==> config.mk <==
export PLATFORM = sky130hd
export DESIGN_NAME = arcsin_taylor_series_core
export DESIGN_NICKNAME = d
export VERILOG_FILES = /design/src/rtl/asin_ts_pkg.sv /design/src/rtl/asin_ts_mul.sv /design/src/rtl/asin_ts_seq.sv /design/src/rtl/arcsin_taylor_series_core.sv
export SDC_FILE = /design/constraint.sdc
export NUM_CORES = 2
export LEC_CHECK = 0
export ABC_AREA = 1
export BUFFER_PORTS_ARGS = -buffer_cell sky130_fd_sc_hd__buf_2
export CAP_MARGIN = 20
export CORE_MARGIN = 1
export CORE_UTILIZATION = 52
export DETAILED_ROUTE_END_ITERATION = 10
export PLACE_DENSITY = 0.7
export REMOVE_ABC_BUFFERS = 1
export SLEW_MARGIN = 20
export SYNTH_ARGS = -nofsm -noshare
export SYNTH_HDL_FRONTEND = slang
export SYNTH_SLANG_ARGS = --single-unit
==> constraint.sdc <==
create_clock -name clk -period 8.1 [get_ports clk]
set_clock_uncertainty 0.2 [all_clocks]
set_input_delay 0.81 -clock clk [delete_from_list [all_inputs] [get_ports clk]]
set_output_delay 0.81 -clock clk [all_outputs]
set_load 0.05 [all_outputs]
==> src/rtl/asin_ts_pkg.sv <==
`timescale 1ns / 1ps
// ----------------------------------------------------------------------------
// asin_ts_pkg
// Shared widths, the multiplier request type and the arcsine coefficient ROM.
// ----------------------------------------------------------------------------
package asin_ts_pkg;

	localparam int IN_W      = 16;
	localparam int OUT_W     = 17;
	localparam int CNT_W     = 4;
	localparam int OP_W      = 31;
	localparam int PROD_W    = 2 * OP_W;
	localparam int INT_FRAC  = 30;
	localparam int FRAC_BITS = 15;
	localparam int SUM_W     = 35;
	localparam int MAG_W     = SUM_W - FRAC_BITS;
	localparam int MAX_TERMS = 16;

	localparam logic [CNT_W-1:0] TERM_RESET = CNT_W'(7);
	localparam logic [MAG_W-1:0] SAT_LIM    = MAG_W'(51472);

	typedef struct packed {
		logic            en;
		logic [OP_W-1:0] op_a;
		logic [OP_W-1:0] op_b;
	} mul_req_t;

	// c(n) = (2n)! / (4^n (n!)^2 (2n+1)), rounded to q1.30
	function automatic logic [OP_W-1:0] coef_rom(input logic [CNT_W-1:0] idx);
		logic [OP_W-1:0] c;
		case (idx)
			4'd0:    c = OP_W'(1073741824);
			4'd1:    c = OP_W'(178956971);
			4'd2:    c = OP_W'(80530637);
			4'd3:    c = OP_W'(47934903);
			4'd4:    c = OP_W'(32622364);
			4'd5:    c = OP_W'(24021923);
			4'd6:    c = OP_W'(18632389);
			4'd7:    c = OP_W'(14994637);
			4'd8:    c = OP_W'(12403652);
			4'd9:    c = OP_W'(10481448);
			4'd10:   c = OP_W'(9009054);
			4'd11:   c = OP_W'(7851765);
			4'd12:   c = OP_W'(6922639);
			4'd13:   c = OP_W'(6163319);
			4'd14:   c = OP_W'(5533324);
			4'd15:   c = OP_W'(5003791);
			default: c = '0;
		endcase
		return c;
	endfunction

endpackage

==> src/rtl/asin_ts_mul.sv <==
`timescale 1ns / 1ps
// ----------------------------------------------------------------------------
// asin_ts_mul
// Shared unsigned 31x31 multiplier with a registered product.
// ----------------------------------------------------------------------------
module asin_ts_mul (
	input  logic                         clk,
	input  asin_ts_pkg::mul_req_t        req,
	output logic [asin_ts_pkg::PROD_W-1:0] prod
);

	logic [asin_ts_pkg::PROD_W-1:0] prod_q;

	always_ff @(posedge clk) begin
		if (req.en) begin
			prod_q <= asin_ts_pkg::PROD_W'(req.op_a) * asin_ts_pkg::PROD_W'(req.op_b);
		end
	end

	assign prod = prod_q;

endmodule

==> src/rtl/asin_ts_seq.sv <==
`timescale 1ns / 1ps
// ----------------------------------------------------------------------------
// asin_ts_seq
// Term sequencer: drives the shared multiplier, keeps power and sum, and
// rounds, saturates and signs the result into the output register.
// ----------------------------------------------------------------------------
module asin_ts_seq (
	input  logic                                clk,
	input  logic                                arst_n,
	input  logic                                in_valid,
	output logic                                in_stall,
	input  logic signed [asin_ts_pkg::IN_W-1:0] x_in,
	input  logic [asin_ts_pkg::CNT_W-1:0]       last_term,
	output logic                                out_valid,
	input  logic                                out_stall,
	output logic signed [asin_ts_pkg::OUT_W-1:0] series_sum,
	output asin_ts_pkg::mul_req_t               mul_req,
	input  logic [asin_ts_pkg::PROD_W-1:0]      prod
);

	typedef enum logic [2:0] {
		S_IDLE,
		S_SQ,
		S_LX2,
		S_POW,
		S_COEF,
		S_FIN,
		S_RND
	} state_t;

	state_t                              state_q;
	logic                                neg_q;
	logic [asin_ts_pkg::IN_W-1:0]        a_q;
	logic [asin_ts_pkg::OP_W-1:0]        x2_q;
	logic [asin_ts_pkg::OP_W-1:0]        pw_q;
	logic [asin_ts_pkg::SUM_W-1:0]       sum_q;
	logic [asin_ts_pkg::CNT_W-1:0]       n_q;
	logic [asin_ts_pkg::CNT_W-1:0]       last_q;
	logic                                out_valid_q;
	logic signed [asin_ts_pkg::OUT_W-1:0] series_sum_q;

	logic [asin_ts_pkg::IN_W-1:0]        a_in;
	logic [asin_ts_pkg::OP_W+0:0]        prod_rnd;
	logic [asin_ts_pkg::MAG_W-1:0]       mag;
	logic [asin_ts_pkg::MAG_W-1:0]       mag_sat;
	logic [asin_ts_pkg::OUT_W-1:0]       res;

	assign a_in = x_in[asin_ts_pkg::IN_W-1] ? asin_ts_pkg::IN_W'(-x_in)
	                                        : asin_ts_pkg::IN_W'(x_in);

	// product rounded half up from q.60 to q.30
	assign prod_rnd = prod[asin_ts_pkg::PROD_W-1:asin_ts_pkg::INT_FRAC]
	                + (asin_ts_pkg::OP_W+1)'(prod[asin_ts_pkg::INT_FRAC-1]);

	always_comb begin
		mag = sum_q[asin_ts_pkg::SUM_W-1:asin_ts_pkg::FRAC_BITS]
		    + asin_ts_pkg::MAG_W'(sum_q[asin_ts_pkg::FRAC_BITS-1]);
		mag_sat = (mag > asin_ts_pkg::SAT_LIM) ? asin_ts_pkg::SAT_LIM : mag;
		res = neg_q ? asin_ts_pkg::OUT_W'(-mag_sat) : asin_ts_pkg::OUT_W'(mag_sat);
	end

	always_comb begin
		mul_req = '0;
		case (state_q)
			S_SQ: begin
				mul_req.en   = 1'b1;
				mul_req.op_a = asin_ts_pkg::OP_W'(a_q);
				mul_req.op_b = asin_ts_pkg::OP_W'(a_q);
			end
			S_POW: begin
				mul_req.en   = 1'b1;
				mul_req.op_a = pw_q;
				mul_req.op_b = x2_q;
			end
			S_COEF: begin
				mul_req.en   = 1'b1;
				mul_req.op_a = asin_ts_pkg::coef_rom(n_q);
				mul_req.op_b = pw_q;
			end
			default: begin
				mul_req = '0;
			end
		endcase
	end

	always_ff @(posedge clk or negedge arst_n) begin
		if (!arst_n) begin
			state_q      <= S_IDLE;
			neg_q        <= 1'b0;
			a_q          <= '0;
			x2_q         <= '0;
			pw_q         <= '0;
			sum_q        <= '0;
			n_q          <= '0;
			last_q       <= '0;
			out_valid_q  <= 1'b0;
			series_sum_q <= '0;
		end else begin
			if (out_valid_q && !out_stall && (state_q != S_RND)) begin
				out_valid_q <= 1'b0;
			end
			case (state_q)
				S_IDLE: begin
					if (in_valid) begin
						neg_q   <= x_in[asin_ts_pkg::IN_W-1];
						a_q     <= a_in;
						pw_q    <= {a_in, asin_ts_pkg::FRAC_BITS'(0)};
						sum_q   <= '0;
						n_q     <= '0;
						last_q  <= last_term;
						state_q <= S_SQ;
					end
				end
				S_SQ: begin
					state_q <= S_LX2;
				end
				S_LX2: begin
					x2_q    <= prod[asin_ts_pkg::OP_W-1:0];
					state_q <= S_POW;
				end
				S_POW: begin
					// previous term product lands here
					if (n_q != '0) begin
						sum_q <= sum_q + asin_ts_pkg::SUM_W'(prod_rnd);
					end
					state_q <= S_COEF;
				end
				S_COEF: begin
					pw_q <= prod_rnd[asin_ts_pkg::OP_W-1:0];
					if (n_q == last_q) begin
						state_q <= S_FIN;
					end else begin
						n_q     <= n_q + 1'b1;
						state_q <= S_POW;
					end
				end
				S_FIN: begin
					sum_q   <= sum_q + asin_ts_pkg::SUM_W'(prod_rnd);
					state_q <= S_RND;
				end
				S_RND: begin
					if (!(out_valid_q && out_stall)) begin
						series_sum_q <= res;
						out_valid_q  <= 1'b1;
						state_q      <= S_IDLE;
					end
				end
				default: begin
					state_q <= S_IDLE;
				end
			endcase
		end
	end

	assign in_stall   = (state_q != S_IDLE);
	assign out_valid  = out_valid_q;
	assign series_sum = series_sum_q;

endmodule

==> src/rtl/arcsin_taylor_series_core.sv <==
`timescale 1ns / 1ps
// sequence: square x, then per term a power and a coefficient pass, then final sum
// and rounding into the output register; a new input is taken only in idle
// each term takes two passes through the one shared 31x31 multiplier
// reset: async active low, sequencer idle, output empty, term_count = 7
// ----------------------------------------------------------------------------
// arcsin_taylor_series_core
// Arcsine Maclaurin partial sum of a q1.15 input, saturated q.15 result.
// ----------------------------------------------------------------------------
module arcsin_taylor_series_core (
	input  logic                                 clk,
	input  logic                                 arst_n,
	input  logic                                 cfg_valid,
	output logic                                 cfg_ready,
	input  logic [asin_ts_pkg::CNT_W-1:0]        cfg_data,
	input  logic                                 in_valid,
	output logic                                 in_stall,
	input  logic signed [asin_ts_pkg::IN_W-1:0]  x_in,
	output logic                                 out_valid,
	input  logic                                 out_stall,
	output logic signed [asin_ts_pkg::OUT_W-1:0] series_sum
);

	logic [asin_ts_pkg::CNT_W-1:0]  term_count_q;
	asin_ts_pkg::mul_req_t          mul_req;
	logic [asin_ts_pkg::PROD_W-1:0] prod;

	assign cfg_ready = 1'b1;

	always_ff @(posedge clk or negedge arst_n) begin
		if (!arst_n) begin
			term_count_q <= asin_ts_pkg::TERM_RESET;
		end else if (cfg_valid && cfg_ready) begin
			term_count_q <= cfg_data;
		end
	end

	asin_ts_mul u_mul (
		.clk  (clk),
		.req  (mul_req),
		.prod (prod)
	);

	asin_ts_seq u_seq (
		.clk        (clk),
		.arst_n     (arst_n),
		.in_valid   (in_valid),
		.in_stall   (in_stall),
		.x_in       (x_in),
		.last_term  (term_count_q),
		.out_valid  (out_valid),
		.out_stall  (out_stall),
		.series_sum (series_sum),
		.mul_req    (mul_req),
		.prod       (prod)
	);

	// busy right after an input transfer
	a_busy_after_in: assert property (@(posedge clk) disable iff (!arst_n)
		in_valid && !in_stall |=> in_stall)
		else $error("not busy after input transfer");

	// multiplier idle while waiting for input
	a_mul_idle: assert property (@(posedge clk) disable iff (!arst_n)
		!in_stall |-> !mul_req.en)
		else $error("multiplier active while idle");

	// result stays within the saturation range
	a_out_range: assert property (@(posedge clk) disable iff (!arst_n)
		out_valid |-> (series_sum <= 17'sd51472) && (series_sum >= -17'sd51472))
		else $error("result outside saturation range");

endmodule
Word-level counts from Yosys, hierarchy flattened:

Memories as Yosys holds them, arrays and structs flattened.
Cells that the tools add are included.

* register bits after elaboration: 209
* ROM bits: 464
* input bits: 25
* word-level logic and storage cells: 68
* memories: 1

Memories
* (no name shown): words 16, bits a word 29, read ports 1, clocked after memory_dff 0, write ports 0, RTL line asin_ts_pkg.sv:31 `case (idx)`

* $add $sub $neg: 6
* multipliers: 1
* order comparisons: 1
* eq/ne operators: 12
* multiplexer cells: 19
* bitwise logic cells: 1
* reduce and logical (&&, ||, !) cells: 15

Operators with widths (number)
* 63-bit one-hot mux with 3 select lines: 1
* 35-bit one-hot mux with 3 select lines: 1
* 35-bit 2-to-1 mux: 2
* 31-bit by 31-bit multiplier with 62-bit output: 1
* 31-bit one-hot mux with 2 select lines: 1
* 35-bit by 32-bit adder with 35-bit output: 1
* 17-bit 2-to-1 mux: 2
* 32-bit by 1-bit adder with 32-bit output: 1
* 31-bit 2-to-1 mux: 1
* 3-bit one-hot mux with 7 select lines: 1
* 20-bit by 1-bit adder with 20-bit output: 1
* 20-bit by 16-bit greater-than comparator with 1-bit output, second input constant: 1
* 17-bit negator: 1
* 16-bit 2-to-1 mux: 1
* 16-bit negator: 1
* 3-bit equality test, second input constant: 3
* 3-bit 2-to-1 mux: 3
* 4-bit 2-to-1 mux: 2
* 4-bit one-hot mux with 2 select lines: 1
* 2-bit AND reduction: 4
* 3-bit by 2-bit equality test with 1-bit output, second input constant: 2
* 2-bit != test, second input constant: 3
* 3-bit AND reduction: 2
* 3-bit nonzero test: 2
* 12 further kinds: 16

Longest topological paths before layout:

* word-level depth: 6
* depth in mapped cells: 40

Modules after synthesis:

From an unflattened synthesis, not the netlist that was laid out.

* cell total of the unflattened synthesis: 6274
* area total of the unflattened synthesis: 46614.7 µm²

Modules (own cells, without submodules)
* asin_ts_mul: instances 1, cells an instance 4751, area an instance 35890.7 µm²
* asin_ts_seq: instances 1, cells an instance 1504, area an instance 10560.1 µm²
* arcsin_taylor_series_core: instances 1, cells an instance 19, area an instance 163.9 µm²

Worst setup path after synthesis:

No wires, ideal clock.

* path kind: register to register
* from: register u_seq.n_q[0] (netlist bit)
* to: register u_mul.prod_q (netlist bit u_mul.prod[55]) (data pin)
* library setup time: 258 ps
* arrival: 7850 ps
* required time: 7642 ps
* setup slack: -208 ps
* stages on the path, launching flop included: 34
* buffers on the path: 2
* period minus slack after synthesis: 8308 ps
* cells stage by stage: dfrtp_1 clkbuf_1 inv_1 ha_1 nor2_1 nor2_1 inv_1 a21oi_1 nor3_1 inv_1 clkbuf_1 nand2_1 fa_1 fa_1 inv_1 fa_1 inv_1 fa_1 fa_1 fa_1 inv_1 fa_1 fa_1 ha_1 nand2_1 nor2_1 inv_1 o21ai_0 nand2_1 nand3_1 a21boi_0 o21ai_0 a21oi_1 xnor2_1

* word-level cells in the longest chain between the ends: 3

RTL lines
* start, declared: RTL line asin_ts_seq.sv:37 `logic [asin_ts_pkg::CNT_W-1:0] n_q;`
* start signal, assigned: RTL line asin_ts_seq.sv:133 `n_q <= n_q + 1'b1;`
* memory read 16 x 29 bit
* 63-bit one-hot mux with 3 select lines: RTL line asin_ts_seq.sv:64 `case (state_q)`
* 31-bit by 31-bit multiplier with 62-bit output: RTL line asin_ts_mul.sv:16 `prod_q <= asin_ts_pkg::PROD_W'(req.op_a) * asin_ts_pkg::PROD_W'(req.op_b);`
* end signal, assigned: RTL line asin_ts_mul.sv:16
* end, declared: RTL line asin_ts_mul.sv:12 `logic [asin_ts_pkg::PROD_W-1:0] prod_q;`

No other way between the ends.
A chain may end at the register's enable or synchronous reset.

Worst setup path in the final report:

* from: register u_seq.n_q[0] (netlist bit)
* to: register u_mul.prod_q (netlist bit u_mul.prod[58]) (data pin)

The elaborated chain is that of the path after synthesis.

==> impl_results.html <==
<table>
<tr><th>Metric</th><th>Value</th></tr>
<tr><th colspan="2">Worst setup path</th></tr>
<tr><td>Type of the setup path with the least slack</td><td>flip-flop to flip-flop</td></tr>
<tr><td>Data required, critical path</td><td>8.26 ns</td></tr>
<tr><td>Top fanout value on the critical path</td><td>6</td></tr>
<tr><td>Critical Path Source Type</td><td>flip-flop</td></tr>
<tr><td>Logic depth of the worst register-to-register path</td><td>35</td></tr>
<tr><td>Cell seen most often among critical-path stages</td><td>fa_1</td></tr>
<tr><td>Data arrival time of the critical path</td><td>8.67 ns</td></tr>
<tr><td>Worst r2r dst</td><td>u_mul.prod[58]</td></tr>
<tr><td>Critical Path Max Stage Delay</td><td>0.60 ns</td></tr>
<tr><td>R2R Path Start</td><td>u_seq.n_q[0]</td></tr>
<tr><td>FF-to-FF setup slack</td><td>-0.41 ns</td></tr>
<tr><td>Endpoint class of the critical path</td><td>flip-flop</td></tr>
<tr><td>Highest-delay cell along the critical path</td><td>fa_2</td></tr>
<tr><th colspan="2">Detailed routing</th></tr>
<tr><td>Average vias per placed instance</td><td>5.446</td></tr>
<tr><td>Total wire length</td><td>145200 um</td></tr>
<tr><td>Total number of vias</td><td>37539</td></tr>
<tr><td># DRC</td><td>0</td></tr>
<tr><td>Number of optimization iterations in the first detailed-route pass</td><td>6</td></tr>
<tr><td>Avg WL per Cell</td><td>21.06 um</td></tr>
<tr><td>Violation count after the first detailed-routing iteration</td><td>3207</td></tr>
<tr><td>ANT nets after route</td><td>0</td></tr>
<tr><th colspan="2">Floorplanning</th></tr>
<tr><td>Die outline area</td><td>~84000 um^2</td></tr>
<tr><td>I/O Pins</td><td>between 40 and 50</td></tr>
<tr><td>Die H</td><td>289.9 um</td></tr>
<tr><td>Initial cell density of the core</td><td>52.56%</td></tr>
<tr><td>Std-Cell Core Area</td><td>81980 um^2</td></tr>
<tr><td>Die Wd</td><td>289.9 um</td></tr>
<tr><td>Standard-cell rows</td><td>between 100 and 150</td></tr>
<tr><th colspan="2">Synthesis</th></tr>
<tr><td>EDFF count, synth</td><td>62</td></tr>
<tr><td>Post-Synthesis Cell Area</td><td>43090 um^2</td></tr>
<tr><td>Post-synth top area share</td><td>between 30 and 40%</td></tr>
<tr><td>Number of different library cells in the post-synthesis netlist</td><td>59</td></tr>
<tr><td>Cell taking the most area after synthesis</td><td>fa_1</td></tr>
<tr><td>Number of standard cells after synthesis</td><td>5290</td></tr>
<tr><td>Proportion of register bits with asynchronous set or reset after synthesis</td><td>a little over two thirds</td></tr>
<tr><td>Fraction of the yosys area taken by sequential cells</td><td>12.87%</td></tr>
<tr><td>Most frequently used cell type in the post-synthesis netlist</td><td>inv_1</td></tr>
<tr><td>Synthesis Warnings</td><td>0</td></tr>
<tr><td>Ranking of synthesized cells by instance count</td><td>1207 x inv_1, 1007 x nand2_1, 838 x fa_1</td></tr>
<tr><td>Mean area per synthesized cell</td><td>8.145 um^2</td></tr>
<tr><td>Top flip-flop cell by instance count after synthesis</td><td>dfrtp_1</td></tr>
<tr><td>Cells taking the most area after synthesis</td><td>fa_1 39%, inv_1 11%, nand2_1 8.8%</td></tr>
<tr><td>Flip-flop and latch count after synthesis</td><td>around 210</td></tr>
<tr><th colspan="2">Clock tree</th></tr>
<tr><td>Clk sink count</td><td>between 200 and 250</td></tr>
<tr><td>Number of buffers added to fix hold violations after cts</td><td>0</td></tr>
<tr><td>TritonCTS clock tree</td><td>yes</td></tr>
<tr><td>Clock latency at the later pin of the worst-skew pair</td><td>0.54 ns</td></tr>
<tr><td>CTS clock-pin slew for the worst setup and hold paths</td><td>roughly 0.060 ns</td></tr>
<tr><td>Clock buffers created by TritonCTS</td><td>25</td></tr>
<tr><td>H-tree depth</td><td>1</td></tr>
<tr><td>Maximum buffer depth of the clock tree</td><td>3</td></tr>
<tr><td>Root Buffer</td><td>clkbuf_16</td></tr>
<tr><th colspan="2">STA</th></tr>
<tr><td>Final hold violations</td><td>0</td></tr>
<tr><td>Rel. slew slack</td><td>33.36%</td></tr>
<tr><td>Final-report setup violation count</td><td>24</td></tr>
<tr><td>Final slew viol count</td><td>0</td></tr>
<tr><td>Setup slack of the critical path after layout</td><td>-0.4071 ns</td></tr>
<tr><td>Final Hold Slack</td><td>0.1553 ns</td></tr>
<tr><td>Final period utilization</td><td>105.0%</td></tr>
<tr><td>Transition time at the pin with the least slew margin</td><td>0.9997 ns</td></tr>
<tr><td>Setup repair after global routing missed its margin</td><td>true</td></tr>
<tr><td>Time the worst path needs with I/O delays and setup</td><td>around 8.5 ns</td></tr>
<tr><td>Fmax</td><td>117.5 MHz</td></tr>
<tr><th colspan="2">Layout</th></tr>
<tr><td>Number of antenna cells inserted</td><td>0</td></tr>
<tr><td>Reg area</td><td>~5500 um^2</td></tr>
<tr><td>Non-Filler Cell Area, Final</td><td>51190 um^2</td></tr>
<tr><td>Layout area overhead</td><td>18.81%</td></tr>
<tr><td>Share of layout cells above drive strength 1</td><td>16.80%</td></tr>
<tr><td>Layout fillers</td><td>7113</td></tr>
<tr><td>Footprint of the multi-input gates</td><td>approximately 33000 um^2</td></tr>
<tr><td>Post-layout net count</td><td>between 6000 and 7000</td></tr>
<tr><th colspan="2">Global route</th></tr>
<tr><td>Antenna violations before repair</td><td>0</td></tr>
<tr><td>Largest net degree at the start of global routing</td><td>100</td></tr>
<tr><td>GRT met2 Usage</td><td>between 50% and 60%</td></tr>
<tr><td>GRT Max-Usage Layer</td><td>met2</td></tr>
<tr><td>Vias in the first global route</td><td>39115</td></tr>
<tr><td>Global-route wire length before repair</td><td>225700 um</td></tr>
<tr><td>GR Layer Usage met3</td><td>4.328%</td></tr>
<tr><td>Grt total ovfl</td><td>0</td></tr>
<tr><td>Global-route usage over all layers</td><td>35.30%</td></tr>
<tr><td>GR Util met1</td><td>~48%</td></tr>
<tr><th colspan="2">Job</th></tr>
<tr><td>MaxCap Viol Count</td><td>0</td></tr>
<tr><th colspan="2">Min path</th></tr>
<tr><td>Hold Crit Class</td><td>primary input to asynchronous set/reset pin</td></tr>
<tr><th colspan="2">Place</th></tr>
<tr><td>Placer congestion estimate</td><td>1.021</td></tr>
<tr><td>Area of placed instances</td><td>~49000 um^2</td></tr>
<tr><td>Detail Placement HPWL</td><td>124700 um</td></tr>
<tr><td>Pre-CTS setup slack</td><td>-0.8320 ns</td></tr>
<tr><td>Number of input and output port buffers inserted</td><td>43</td></tr>
<tr><th colspan="2">Pwr</th></tr>
<tr><td>Maximum ir drop on the vdd rail</td><td>0.0002513 V</td></tr>
<tr><td>P_leak</td><td>~26 nW</td></tr>
<tr><td>Overall power of the completed layout</td><td>0.01804 W</td></tr>
<tr><td>Pwr dens</td><td>352.4 nW/um^2</td></tr>
<tr><th colspan="2">Status</th></tr>
<tr><td>Violated checks</td><td>setup timing</td></tr>
<tr><td>Result of the run</td><td>complete, but fails checks</td></tr>
</table>
placed cells by master (no fill, tap or decap), drive strengths merged, types with 74 or more instances in the layout:
| master | count |
|---|---|
| o21ai | 181 |
| nand2 | 1015 |
| nand3 | 101 |
| a21oi | 178 |
| xor2 | 74 |
| ha | 302 |
| inv | 1227 |
| fa | 838 |
| buf | 672 |
| nor2 | 672 |
| dfrtp | 144 |
per-layer routing:
metal  vias to the layer above  wire length (um)
li1                      16840                 -
met1                     18669             57920
met3                       388             11940
met5                         -                 0
met4                         0              9699
met2                      1642             65590
worst max-delay path by stage:
stage,start,to,depth (start not counted)
floorplan,u_seq.state_q[0],u_mul.prod[55],30
detailed placement,u_seq.state_q[1],u_mul.prod[58],34
CTS,u_seq.state_q[0],u_mul.prod[49],38
finish,u_seq.n_q[0],u_mul.prod[58],35
global route,u_seq.n_q[1],u_mul.prod[58],37
global placement,u_seq.state_q[1],u_mul.prod[58],34
cells by family after synthesis:
logic type | Yosys count | synth area share (%)
buf+inv | 1429 | 12.55
other cells | 1 | 0.008703
fa+ha+maj | 1140 | 47.71
mux | 16 | 0.4182
xor+xnor | 107 | 2.175
compound gates | 510 | 6.914
simple gates | 1878 | 17.36
flops | 209 | 12.87
metrics by stage:
| step | cells | TNS [ns] | utilization (%) |
|---|---|---|---|
| after CTS | 6876 | -4.385 | 61.84 |
| after floorplan | 5105 | -87.70 | - |
| after global routing | 6893 | -12.86 | 62.45 |
| after global placement | 6816 | -18.80 | 60.03 |
| after detailed placement | 6816 | -20.37 | 60.03 |
| final | 6893 | -4.128 | 62.45 |
what timing repair did:
action	CTS	global route
pin swaps	25	40
gates resized for setup	128	109
setup endpoints to repair	39	43
cloned	0	1
setup buffers	15	16
where the power goes:
part	switching [W]	total (W)	internal [W]	leakage (nW)
Combinational	0.00885	0.0148	0.00594	23.4
Sequential	0.000336	0.00212	0.00178	2.48
Clock	0.000468	0.00114	0.000668	0.397
worst max-delay path, delay by kind of cell, from the launching register on:
family	cells	cell delay, ns
buffers and inverters	9	1.17
adder cells (fa/ha/maj)	10	4.56
XOR/XNOR	1	0.19
AND/OR/NAND/NOR	10	1.00
AO/OA/AOI/OAI	5	0.80
flip-flops	1	0.38
cell type report:
cell class / instances / share of cell area, %
sequential: 209 / 10.83
clock buffer: 30 / 1.259
timing repair buffer: 673 / 11.31
inverter: 1244 / 9.195
tap: 1070 / 2.615
multi-input combinational: 3652 / 64.45
clock inverter: 15 / 0.3446
registers in the layout, indices dropped and copies added, names as in the netlist, 3 cells and up:
name and flops:
u_seq.state_q 3, u_seq.last_q 4, u_seq.x2_q 31, u_mul.prod 62
u_seq.series_sum 17, u_seq.a_q 16, u_seq.n_q 4, u_seq.pw_q 31
term_count_q 4, u_seq.sum_q 35
No activity file was read; power rests on OpenSTA's default activity.
